<file path="src/sv/mrrc_pkg.sv">
package mrrc_pkg;

  localparam int unsigned COUNT_WIDTH_DEF = 8;

  localparam logic [15:0] CRC_SEED        = 16'hFFFF;
  localparam logic [15:0] CRC_POLY        = 16'hA001;
  localparam logic [7:0]  FC_READ         = 8'h03;
  localparam logic [7:0]  FC_WRITE        = 8'h06;
  localparam logic [7:0]  FC_EXC_BIT      = 8'h80;
  localparam logic [7:0]  READ_DATA_BYTES = 8'h02;
  localparam int unsigned READ_MIN_LEN    = 7;
  localparam int unsigned WRITE_MIN_LEN   = 8;
  localparam int unsigned HEAD_DEPTH      = 6;
  localparam logic [7:0]  SLAVE_ADDR_RST  = 8'd33;

  typedef enum logic [3:0] {
    ST_OK        = 4'd0,
    ST_SHORT     = 4'd1,
    ST_ADDRESS   = 4'd2,
    ST_EXCEPTION = 4'd3,
    ST_FUNCTION  = 4'd4,
    ST_BYTECOUNT = 4'd5,
    ST_CRC       = 4'd6,
    ST_REGISTER  = 4'd7,
    ST_VALUE     = 4'd8
  } status_t;

  typedef struct packed {
    logic [7:0]  rx_byte;
    logic        frame_end;
    logic        cmd;
    logic [15:0] expect_register;
    logic [15:0] expect_value;
  } in_item_t;

  typedef struct packed {
    logic [3:0]  status;
    logic [15:0] read_value;
    logic [7:0]  exception_code;
  } out_item_t;

  // one byte through the reflected CRC-16, unrolled
  function automatic logic [15:0] crc_feed(input logic [15:0] crc_in, input logic [7:0] b);
    logic [15:0] c;
    c = crc_in ^ {8'h00, b};
    for (int k = 0; k < 8; k++) begin
      if (c[0]) begin
        c = (c >> 1) ^ CRC_POLY;
      end else begin
        c = c >> 1;
      end
    end
    return c;
  endfunction

endpackage

</file>
<file path="src/sv/modbus_rtu_response_checker_top.sv">
// Modbus RTU reply checker. Takes one reply byte per transfer on the in_
// channel, one every cycle while in_ready is high, and on the byte flagged
// frame_end gives one result (status, read value, exception code) on the
// out_ channel; other bytes give no result. The CRC-16 (reflected 0xA001,
// seed 0xFFFF) runs two bytes behind the stream, one unrolled update per
// byte, so the two trailing CRC bytes are compared against it. A two-entry
// registered output buffer lets input continue while results wait; in_ready
// drops only when two results are pending. cmd and the expected register and
// value are sampled on the last byte only. The expected slave address is
// written through cfg_ at any time the block is idle; cfg_ready is always high.
module modbus_rtu_response_checker_top #(
  parameter int unsigned COUNT_WIDTH = mrrc_pkg::COUNT_WIDTH_DEF
) (
  input  logic               clk,
  input  logic               rst_n,
  input  logic               in_valid,
  output logic               in_ready,
  input  mrrc_pkg::in_item_t in_data,
  output logic               out_valid,
  input  logic               out_ready,
  output mrrc_pkg::out_item_t out_data,
  input  logic               cfg_valid,
  output logic               cfg_ready,
  input  logic [7:0]         cfg_data
);
  import mrrc_pkg::*;

  localparam logic [COUNT_WIDTH-1:0] CNT_MAX = {COUNT_WIDTH{1'b1}};

  logic [7:0]             slave_addr_r;
  logic [COUNT_WIDTH-1:0] cnt_r, cnt_nxt, cnt_inc;
  logic [15:0]            crc_r, crc_nxt, crc_fed;
  logic [7:0]             d0_r, d0_nxt, d1_r, d1_nxt;
  logic [7:0]             head_r [HEAD_DEPTH];
  logic [7:0]             head_nxt [HEAD_DEPTH];
  logic [7:0]             head_upd [HEAD_DEPTH];

  logic      in_fire, res_valid, out_take;
  out_item_t res;
  logic      out_valid_r, out_valid_nxt, skid_valid_r, skid_valid_nxt;
  out_item_t out_r, out_nxt, skid_r, skid_nxt;

  logic [7:0]  fc;
  logic [15:0] rx_crc_word, reg_echo, val_echo;
  logic        too_short;

  assign cfg_ready = 1'b1;
  assign in_ready  = ~skid_valid_r;
  assign in_fire   = in_valid & in_ready;
  assign res_valid = in_fire & in_data.frame_end;
  assign out_take  = out_valid_r & out_ready;
  assign out_valid = out_valid_r;
  assign out_data  = out_r;

  // frame state update for the incoming byte
  always_comb begin
    crc_fed = (cnt_r >= COUNT_WIDTH'(2)) ? crc_feed(crc_r, d0_r) : crc_r;
    cnt_inc = (cnt_r != CNT_MAX) ? cnt_r + COUNT_WIDTH'(1) : cnt_r;
    for (int i = 0; i < HEAD_DEPTH; i++) begin
      head_upd[i] = (cnt_r == COUNT_WIDTH'(i)) ? in_data.rx_byte : head_r[i];
    end
  end

  // frame check
  always_comb begin
    fc          = in_data.cmd ? FC_WRITE : FC_READ;
    rx_crc_word = {in_data.rx_byte, d1_r};
    reg_echo    = {head_upd[2], head_upd[3]};
    val_echo    = {head_upd[4], head_upd[5]};
    too_short = in_data.cmd ? (cnt_inc < COUNT_WIDTH'(WRITE_MIN_LEN))
                            : (cnt_inc < COUNT_WIDTH'(READ_MIN_LEN));
    res = '0;
    if (too_short) begin
      res.status = ST_SHORT;
    end else if (head_upd[0] != slave_addr_r) begin
      res.status = ST_ADDRESS;
    end else if (head_upd[1] == (fc | FC_EXC_BIT)) begin
      res.status         = ST_EXCEPTION;
      res.exception_code = head_upd[2];
    end else if (head_upd[1] != fc) begin
      res.status = ST_FUNCTION;
    end else if (!in_data.cmd) begin
      if (head_upd[2] != READ_DATA_BYTES) begin
        res.status = ST_BYTECOUNT;
      end else if (rx_crc_word != crc_fed) begin
        res.status = ST_CRC;
      end else begin
        res.read_value = {head_upd[3], head_upd[4]};
      end
    end else begin
      if (rx_crc_word != crc_fed) begin
        res.status = ST_CRC;
      end else if (reg_echo != in_data.expect_register) begin
        res.status = ST_REGISTER;
      end else if (val_echo != in_data.expect_value) begin
        res.status = ST_VALUE;
      end
    end
  end

  always_comb begin
    cnt_nxt = cnt_r;
    crc_nxt = crc_r;
    d0_nxt  = d0_r;
    d1_nxt  = d1_r;
    head_nxt = head_r;
    if (in_fire) begin
      if (in_data.frame_end) begin
        cnt_nxt = '0;
        crc_nxt = CRC_SEED;
        d0_nxt  = '0;
        d1_nxt  = '0;
        for (int i = 0; i < HEAD_DEPTH; i++) begin
          head_nxt[i] = '0;
        end
      end else begin
        cnt_nxt  = cnt_inc;
        crc_nxt  = crc_fed;
        d0_nxt   = d1_r;
        d1_nxt   = in_data.rx_byte;
        head_nxt = head_upd;
      end
    end
  end

  // two-entry result buffer
  always_comb begin
    out_valid_nxt  = out_valid_r;
    skid_valid_nxt = skid_valid_r;
    out_nxt        = out_r;
    skid_nxt       = skid_r;
    if (skid_valid_r) begin
      if (out_take) begin
        out_nxt        = skid_r;
        skid_valid_nxt = 1'b0;
      end
    end else if (res_valid) begin
      if (!out_valid_r || out_take) begin
        out_nxt       = res;
        out_valid_nxt = 1'b1;
      end else begin
        skid_nxt       = res;
        skid_valid_nxt = 1'b1;
      end
    end else if (out_take) begin
      out_valid_nxt = 1'b0;
    end
  end

  always_ff @(posedge clk) begin
    if (!rst_n) begin
      slave_addr_r <= SLAVE_ADDR_RST;
      cnt_r        <= '0;
      crc_r        <= CRC_SEED;
      d0_r         <= '0;
      d1_r         <= '0;
      for (int i = 0; i < HEAD_DEPTH; i++) begin
        head_r[i] <= '0;
      end
      out_valid_r  <= 1'b0;
      skid_valid_r <= 1'b0;
    end else begin
      if (cfg_valid && cfg_ready) begin
        slave_addr_r <= cfg_data;
      end
      cnt_r        <= cnt_nxt;
      crc_r        <= crc_nxt;
      d0_r         <= d0_nxt;
      d1_r         <= d1_nxt;
      head_r       <= head_nxt;
      out_valid_r  <= out_valid_nxt;
      skid_valid_r <= skid_valid_nxt;
    end
  end

  always_ff @(posedge clk) begin
    out_r  <= out_nxt;
    skid_r <= skid_nxt;
  end

  a_skid_implies_out: assert property (@(posedge clk) disable iff (!rst_n)
    skid_valid_r |-> out_valid_r)
    else $error("skid entry held without output entry");

  a_result_follows_end: assert property (@(posedge clk) disable iff (!rst_n)
    res_valid |=> out_valid_r)
    else $error("no result after last byte of frame");

  a_frame_cleared: assert property (@(posedge clk) disable iff (!rst_n)
    res_valid |=> (cnt_r == '0) && (crc_r == CRC_SEED))
    else $error("frame state not cleared after last byte");

  a_read_value_only_ok: assert property (@(posedge clk) disable iff (!rst_n)
    out_valid_r && (out_r.status != ST_OK) |-> out_r.read_value == '0)
    else $error("read value on failed reply");

endmodule

</file>
<file path="config.mk">
export PLATFORM = sky130hd
export DESIGN_NAME = modbus_rtu_response_checker_top
export DESIGN_NICKNAME = d
export VERILOG_FILES = /design/src/sv/mrrc_pkg.sv /design/src/sv/modbus_rtu_response_checker_top.sv
export SDC_FILE = /design/constraint.sdc
export NUM_CORES = 1
export LEC_CHECK = 0
export BUFFER_PORTS_ARGS = -buffer_cell sky130_fd_sc_hd__buf_2
export CORE_MARGIN = 2
export CORE_UTILIZATION = 45
export CTS_BUF_LIST = sky130_fd_sc_hd__clkbuf_16
export DETAILED_ROUTE_END_ITERATION = 7
export HOLD_SLACK_MARGIN = 0.06
export SYNTH_ARGS = -nofsm -noshare
export SYNTH_HDL_FRONTEND = slang
export SYNTH_SLANG_ARGS = --single-unit
</file>
<file path="constraint.sdc">
create_clock -name clk -period 3.4 [get_ports clk]
set_input_delay 0.68 -clock clk [delete_from_list [all_inputs] [get_ports clk]]
set_output_delay 0.68 -clock clk [all_outputs]
set_load 0.01 [all_outputs]
</file>
Word level (Yosys, flattened, before mapping):

Index checks and enable logic that the tools add are counted.

* register bits: 154
* input port bits: 55
* output and inout port bits: 31
* logic and storage cells: 113

* add/subtract/negate cells: 1
* $lt $le $gt $ge: 3
* equal/unequal tests: 15
* mux-type cells: 52
* bitwise operators: 14
* reduce and logical (&&, ||, !) cells: 9

Operator list (count)
* two-way mux 16 bit: 15
* two-way mux 28 bit: 4
* two-way mux 8 bit: 11
* two-way mux 24 bit: 2
* two-way mux 48 bit: 1
* != test 16 bit: 3
* two-way mux 4 bit: 8
* inverter 2 -> 3 bit: 8
* == test 8 x 2 -> 1 bit, second input constant: 2
* == test 8 x 3 -> 1 bit, second input constant: 2
* XOR 16 x 8 -> 16 bit: 1
* two-way mux 3 bit: 3
* AND reduction 3 bit: 3
* adder 8 x 1 -> 8 bit, second input constant: 1
* == test 8 x 1 -> 1 bit, second input constant: 1
* == test 8 bit: 1
* greater-or-equal comparator 8 x 2 -> 1 bit, second input constant: 1
* zero test 8 bit: 1
* < comparator 8 x 3 -> 1 bit, second input constant: 1
* < comparator 8 x 4 -> 1 bit, second input constant: 1
* two-way mux 1 bit: 8
* != test 8 x 2 -> 1 bit, second input constant: 1
* != test 8 x 3 -> 1 bit: 1
* != test 8 bit: 1
* 8 further kinds: 13

Depth between registers and ports, before layout:

Gate-level depths: netlist of run 1.

* depth after elaboration: 29
* depth in mapped cells: 13
* depth with buffers taken out: 11

Worst setup path before layout of run 1:

No wires, ideal clock.

* kind: register to register
* start point: register cnt_r[1]
* end point: register out_r (netlist bit out_data[2]) (data pin)
* setup time: 269 ps
* data arrival time: 2761 ps
* required time: 3131 ps
* slack: 369 ps
* stages on the path, launching flop included: 14
* path buffers: 3
* period minus slack after synthesis: 3031 ps
* path through: dfxtp_1 ha_1 clkbuf_1 nand2_1 nor2_1 nand3_1 and4_1 xor2_1 or3_1 clkbuf_1 nor2b_1 nand3_1 clkbuf_1 o31ai_1

RTL lines
* start: declaration: RTL line modbus_rtu_response_checker_top.sv:31 `logic [COUNT_WIDTH-1:0] cnt_r, cnt_nxt, cnt_inc;`
* start signal: assignment: RTL line modbus_rtu_response_checker_top.sv:166 `cnt_r <= cnt_nxt;`
* end signal: assignment: RTL line modbus_rtu_response_checker_top.sv:177 `out_r <= out_nxt;`
* end: declaration: RTL line modbus_rtu_response_checker_top.sv:41 `out_item_t out_r, out_nxt, skid_r, skid_nxt;`

==> results of run 1 <==
==> layout make-up <==
class | instances | area (um2) | area share
clock buffers | 17 | 425 | 0.0422
repair buffers | 158 | 988 | 0.0982
multi-input cells | 657 | 4460 | 0.443
clock inverters | 15 | 163 | 0.0162
well taps | 229 | 287 | 0.0285
flip-flops and latches | 154 | 3640 | 0.362
inverters | 28 | 105 | 0.0104
==> repair_timing <==
action                                  in CTS  in global routing
resized for setup                            1                 14
cloned                                       0                  0
endpoints found under the setup margin       2                 37
pin swaps                                    0                  1
==> worst min-delay path by stage <==
stage	endpoint	from	cells past startpoint	slack, ns
after detailed placement	d0_r[7]$_SDFFE_PN0P_	d0_r[7]$_SDFFE_PN0P_	2	0.47
after CTS	slave_addr_r[5]$_SDFFE_PN1P_	cfg_data[5]	3	0.45
final	slave_addr_r[5]$_SDFFE_PN1P_	cfg_data[5]	3	0.46
after global placement	d0_r[7]$_SDFFE_PN0P_	d0_r[7]$_SDFFE_PN0P_	2	0.46
after floorplan	d0_r[7]$_SDFFE_PN0P_	d0_r[7]$_SDFFE_PN0P_	2	0.45
after global routing	slave_addr_r[5]$_SDFFE_PN1P_	cfg_data[5]	3	0.48
==> layer usage <==
metal | global-route usage | part of all wire | vias up
li1 | - | - | 3428
met1 | 0.345 | 0.47 | 3406
met2 | 0.375 | 0.44 | 235
met3 | 0.0468 | 0.056 | 35
met4 | 0.0867 | 0.025 | 0
met5 | 0 | 0 | -
==> synthesized netlist by cell type (3+ instances only) <==
cell type / number
clkbuf_1: 41
o31ai_2: 14
a21oi_1: 32
xnor2_2: 3
clkinv_1: 3
or3_1: 4
xnor2_1: 51
inv_1: 25
a31oi_1: 6
ha_1: 4
nand3b_1: 9
nand2_1: 100
mux2i_1: 33
o22ai_1: 5
nor3_1: 9
nor3b_1: 3
nor2b_1: 67
o31ai_1: 13
and3_1: 9
dfxtp_1: 98
nor2_1: 74
o21ai_1: 6
nor4_1: 12
o21ai_0: 17
and2_1: 4
xor2_1: 20
edfxtp_1: 56
nand4_1: 9
nand3_1: 24
a22oi_1: 52
xnor3_1: 4
nand2b_1: 4
a21boi_0: 18
o211ai_1: 11
buf_2: 5
buf_1: 3
==> flip-flops by register name, indices dropped and copies added (netlist names) <==
| register | flops |
|---|---|
| head_r | 48 |
| out_data | 28 |
| skid_r | 28 |
| crc_r | 16 |
| cnt_r | 8 |
| d0_r | 8 |
| d1_r | 8 |
| slave_addr_r | 8 |
| out_valid | 1 |
| skid_valid_r | 1 |
==> power by group through the flow <==
stage                     registers [uW]  logic [uW]  clock network (uW)
after global routing                1970         481                2030
after global placement              2000         439                   0
after floorplan                     2010         257                   0
after detailed placement            2000         438                   0
after CTS                           1960         441                1950
final                               1960         444                1920
==> kinds of logic after synthesis <==
| family | count (synthesis) |
|---|---|
| buffers and inverters | 79 |
| XOR/XNOR | 81 |
| other | 1 |
| flip-flops | 154 |
| AND/OR/NAND/NOR | 339 |
| adder cells (fa/ha/maj) | 4 |
| multiplexers | 36 |
| AO/OA/AOI/OAI | 196 |
==> tightest hold or removal path: stages <==
cell	delay (ns)
buf_2	0.07
mux2i_1	0.05
nand2_1	0.06
==> stage by stage <==
stage	util	setup slack (ns)
final	0.557	0.180
after CTS	0.553	0.0172
after detailed placement	0.520	-0.0448
after global placement	0.520	-0.0644
after floorplan	-	0.369
after global routing	0.557	0.0119
==> run_results.csv, run 1 <==
group,metric,value,unit
synthesis,netlist_instances,890,
synthesis,synth_cell_types,70,
power,combinationalPowerShare,0.103,
synthesis,synthXorXnorAreaFrac,0.0990,
timing,maxSlewViolCount,0,
finish,fillers,1644,
worst_setup_path,cp.required,3.67,ns
job,drv_cap,0,
clock_network,cts_hold_buffers,0,
finish,layout_commonest_cell,"nand2_1",
finish,finalInstanceArea,0.0101,mm2
global_routing,grt_pass1_wl,36800,um
finish,instances_no_fill,1258,
floorplan,num_io_pins,86,
global_routing,gr-total-overflow,0,
power,p_leak,0.00387,uW
floorplan,std_cell_rows,49,
worst_setup_path,reg2reg_from,"crc_r[1]$_SDFFE_PN1P_",
floorplan,die_area,0.0196,mm2
drt,drcViolationCount,4,
placed_design,place_inst,1226,
worst_setup_path,crit_path_end_kind,"flip-flop",
power,p_sw,1110,uW
synthesis,synthSimpleGateAreaFrac,0.204,
finish,nets,1075,
timing,max_freq,311,MHz
drt,antenna_left,0,
worst_setup_path,r2r_cells,10,
global_routing,grt_pass1_vias,6655,
finish,n_antenna_cell,0,
timing,finalSetupViolCount,0,
synthesis,synthesis.nets,949,
clock_network,cts_setup_buffers,0,
clock_network,cts_max_path_buffers,2,
clock_network,clock_latency,0.43,ns
synthesis,ys_ff_latch,154,
clock_network,clkSinkCount,154,
finish,drive_above_1_share,0.224,
clock_network,clkTransAtPathRegs,0.06,ns
timing,rsz0062_at_grt,"no",
worst_setup_path,regToRegEndpoint,"out_data[12]$_DFFE_PP_",
outcome,outcome,"complete, but fails checks",
worst_setup_path,critical_path_class,"flip-flop to flip-flop",
clock_network,cts_tree,"yes",
worst_setup_path,ff2ff_setup_slack,0.18,ns
worst_setup_path,crit_start,"crc_r[1]$_SDFFE_PN1P_",
drt,drt-initial-drc-count,576,
synthesis,synth-seq-area-share,0.437,
synthesis,synth_top_family_by_area,"simple AND/OR/NAND/NOR gates",
drt,firstDrtPassIters,8,
worst_setup_path,cp-start-kind,"flip-flop",
synthesis,synthAdderAreaFrac,0.00601,
floorplan,die_x,140,um
synthesis,synthMuxAreaShare,0.0451,
timing,hold_viol,0,
timing,slew_headroom,0.447,
power,switching_share,0.258,
synthesis,synthTopCellsByArea,"dfxtp_1, edfxtp_1, xnor2_1",
worst_setup_path,cpLargestDelayFamily,"simple AND/OR/NAND/NOR gates",
clock_network,cts_buffers,17,
timing,period_needed,3.22,ns
worst_setup_path,crit_buf_inv,1,
synthesis,ys.flop_type,"dfxtp_1",
synthesis,syn_area_per_cell,9.36,um2
timing,setup_tns,0,ns
timing,fin_crit_sh,0.947,
finish,final_cell_mix,"nand2_1, dfxtp_1, buf_2, nor2_1, buf_4",
synthesis,synth_area,0.00833,mm2
synthesis,synth_top_cell_by_area,"dfxtp_1",
worst_setup_path,max_stage_delay,0.55,ns
worst_setup_path,critPathArrivalTime,3.49,ns
power,p_int,3210,uW
synthesis,async_reset_ff_frac,0,
drt,wl_per_cell,18.6,um
finish,syn_to_final_growth,20.9,%
placed_design,dp_hpwl,17100,um
drt,routed_via_density,5.65,
clock_network,cts_root_buffer,"clkbuf_16",
synthesis,synth_warnings,0,
worst_setup_path,worst-path-stages,10,
placed_design,dpl-instance-area,0.00940,mm2
power,seqPwrFrac,0.454,
drt,vias,7104,
placed_design,port_buffers,84,
floorplan,die-height,140,um
power,power,4330,uW
synthesis,synth_top_area_frac,0.236,
timing,tightestPinTransition,0.826,ns
drt,drt_wl_total,23500,um
power,clock_power_share,0.444,
global_routing,grt_max_degree,54,
power,powerDensity,430,mW/mm2
outcome,violations,"DRC",
global_routing,grt_usage,0.244,
clock_network,htreeDepth,4,
timing,fin_skew,0.0115,ns
worst_setup_path,crit_top_cell,"xnor2_1",
global_routing,antenna_found_initial,0,
synthesis,synth_edf_count,56,
worst_setup_path,crit_chain,"xnor2_1 -> xnor2_2 -> xnor3_2 -> xnor2_1 -> and3_1 -> or4_4 -> nor3_4 -> nand3_4 -> buf_4 -> o31ai_2",
worst_setup_path,endpoint,"out_data[12]$_DFFE_PP_",
min_path,min_path_type,"input pin to flip-flop",
floorplan,core-area,0.0181,mm2
power,vdd_drop_max,0.000355,V
floorplan,initial_core_util,0.461,
worst_setup_path,cp_max_fo,13,
timing,timing.hold.ws,0.464,ns
worst_setup_path,cp_slowest_cell,"or4_4",
placed_design,gp_congestion,0.905,
synthesis,synth_compound_area_frac,0.171,
Note: power is estimated with default switching activity, not from simulation.
==> inputs of run 2 (changes only) <==
--- a/config.mk
+++ b/config.mk
@@ -11,6 +11,7 @@
 export CTS_BUF_LIST = sky130_fd_sc_hd__clkbuf_16
 export DETAILED_ROUTE_END_ITERATION = 7
 export HOLD_SLACK_MARGIN = 0.06
+export MAX_ROUTING_LAYER = met4
 export SYNTH_ARGS = -nofsm -noshare
 export SYNTH_HDL_FRONTEND = slang
 export SYNTH_SLANG_ARGS = --single-unit
==> run 2 against run 1 <==
  * The flow still finishes with violations (DRC)
  * Power fell by 0.22%
  * Global-route usage up 0.92 points
  * Maximum frequency shrank 1.6%
  * Utilization down 0.12 points
  * Clock-buffer cell count unchanged
  * Sequential share of layout area increased by 0.077 points
  * Clock skew is essentially flat
  * Critical path depth unchanged
  * Worst hold slack worse by 0.0045 ns
  * Setup slack worse by 0.054 ns
  * Critical path type unchanged
==> run_results.csv, run 2 (synthesis results as in run 1) <==
group,metric,value,unit
clock_network,cts_tree,"yes",
clock_network,cts_root_buffer,"clkbuf_16",
finish,drive_above_1_share,0.220,
clock_network,cts_buffers,17,
global_routing,grt_usage,0.253,
global_routing,antenna_found_initial,0,
finish,nets,1073,
floorplan,std_cell_rows,49,
global_routing,grt_max_degree,83,
worst_setup_path,cp-start-kind,"flip-flop",
finish,n_antenna_cell,0,
outcome,outcome,"complete, but fails checks",
timing,tightestPinTransition,0.833,ns
drt,vias,7118,
worst_setup_path,cp_max_fo,13,
timing,finalSetupViolCount,0,
worst_setup_path,cp.required,3.67,ns
floorplan,core-area,0.0181,mm2
placed_design,gp_congestion,0.902,
drt,antenna_left,0,
drt,drt_wl_total,23800,um
worst_setup_path,crit_top_cell,"xnor2_1",
worst_setup_path,cpLargestDelayFamily,"simple AND/OR/NAND/NOR gates",
finish,syn_to_final_growth,20.6,%
timing,fin_crit_sh,0.963,
floorplan,num_io_pins,86,
power,powerDensity,430,mW/mm2
clock_network,clkSinkCount,154,
finish,utilization,0.556,
placed_design,place_inst,1223,
worst_setup_path,critPathArrivalTime,3.54,ns
min_path,min_path_type,"input pin to flip-flop",
global_routing,grt_pass1_wl,37400,um
timing,fin_skew,0.0118,ns
worst_setup_path,crit_path_end_kind,"flip-flop",
drt,firstDrtPassIters,8,
worst_setup_path,critical_path_class,"flip-flop to flip-flop",
drt,drcViolationCount,4,
finish,instances_no_fill,1256,
floorplan,die_x,140,um
worst_setup_path,cp_slowest_cell,"or4_4",
timing,slew_headroom,0.443,
timing,rsz0062_at_grt,"no",
timing,setup_tns,0,ns
floorplan,die-height,140,um
timing,hold_viol,0,
timing,max_freq,305,MHz
worst_setup_path,max_stage_delay,0.56,ns
global_routing,gr-total-overflow,0,
worst_setup_path,crit_buf_inv,1,
finish,fillers,1629,
worst_setup_path,crit_chain,"xor2_2 -> xnor2_1 -> xnor3_2 -> xnor2_1 -> and3_1 -> or4_4 -> nor3_4 -> nand3_4 -> buf_4 -> o31ai_2",
floorplan,initial_core_util,0.461,
clock_network,htreeDepth,4,
finish,largest_reg_flops,48,
timing,period_needed,3.27,ns
global_routing,grt_pass1_vias,6647,
power,vdd_drop_max,0.000369,V
timing,maxSlewViolCount,0,
finish,top_register,"head_r",
outcome,violations,"DRC",
drt,drt-initial-drc-count,596,
clock_network,clkTransAtPathRegs,0.06,ns
placed_design,dp_hpwl,17100,um
finish,final_cell_mix,"nand2_1, dfxtp_1, buf_2, nor2_1, buf_4",
job,drv_cap,0,
floorplan,die_area,0.0196,mm2
clock_network,clock_latency,0.44,ns
finish,layout_commonest_cell,"nand2_1",
clock_network,cts_max_path_buffers,2,
power,p_leak,0.00386,uW
drt,routed_via_density,5.67,
placed_design,port_buffers,84,
drt,wl_per_cell,18.9,um
[run 2: cell count changes in the layout (fill, tap and decap cells not counted), sizes merged]
cell / before / now
bufinv: 2 / 3
buf: 158 / 156
inv: 32 / 29
clkinvlp: 4 / 6
[run 2: final timing paths]
path | slack, ns | to | depth (start not counted) | startpoint
max | 0.13 | out_data[14]$_DFFE_PP_ | 10 | d0_r[2]$_SDFFE_PN0P_
min reg2reg | 0.48 | d0_r[5]$_SDFFE_PN0P_ | 2 | d0_r[5]$_SDFFE_PN0P_
max reg2reg | 0.13 | out_data[14]$_DFFE_PP_ | 10 | d0_r[2]$_SDFFE_PN0P_
min | 0.46 | slave_addr_r[0]$_SDFFE_PN1P_ | 3 | cfg_data[0]
[run 2: through the flow]
step | setup WS (ns) | area [um2] | total power [uW] | hold slack [ns]
global placement | -0.00363 | 9390 | 2440 | 0.466
detailed placement | -0.0155 | 9390 | 2440 | 0.474
global route | 0.00519 | 10000 | 4450 | 0.469
finish | 0.126 | 10000 | 4320 | 0.459
CTS | 0.0396 | 9980 | 4330 | 0.455
floorplan | 0.369 | 8330 | 2260 | 0.453
[run 2: cell type report]
type | instances | area (um2) | share of cell area
clock buffers | 17 | 425 | 0.0423
well taps | 229 | 287 | 0.0285
multi-input cells | 657 | 4440 | 0.442
inverters | 28 | 105 | 0.0105
flip-flops and latches | 154 | 3640 | 0.363
clock inverters | 15 | 159 | 0.0158
repair buffers | 156 | 986 | 0.0981
[run 2: where the power goes]
part	internal (uW)	switching [uW]	leakage, uW	total, uW
Combinational	180	268	0.00224	447
Sequential	1940	23.6	0.00134	1960
Clock	1140	769	0.000279	1910
[run 2: routing by layer]
layer | routed length (um) | global-route usage | part of all wire
met1 | 11100 | 0.353 | 0.47
met2 | 10500 | 0.372 | 0.44
met3 | 1560 | 0.0465 | 0.066
met4 | 567 | 0.0851 | 0.024
met5 | 0 | - | 0
[run 2: repair_timing]
action	CTS	global route
gates resized for setup	0	13
endpoints found under the setup margin	0	22
setup buffers	0	1
hold buffers	0	0
[run 2: worst reg2reg max path: stages, from the launching register on]
cell and delay, ns:
dfxtp_1 0.33, xor2_2 0.19, xnor2_1 0.25, xnor3_2 0.52, xnor2_1 0.16, and3_1 0.20
or4_4 0.56, nor3_4 0.26, nand3_4 0.17, buf_4 0.25, o31ai_2 0.22
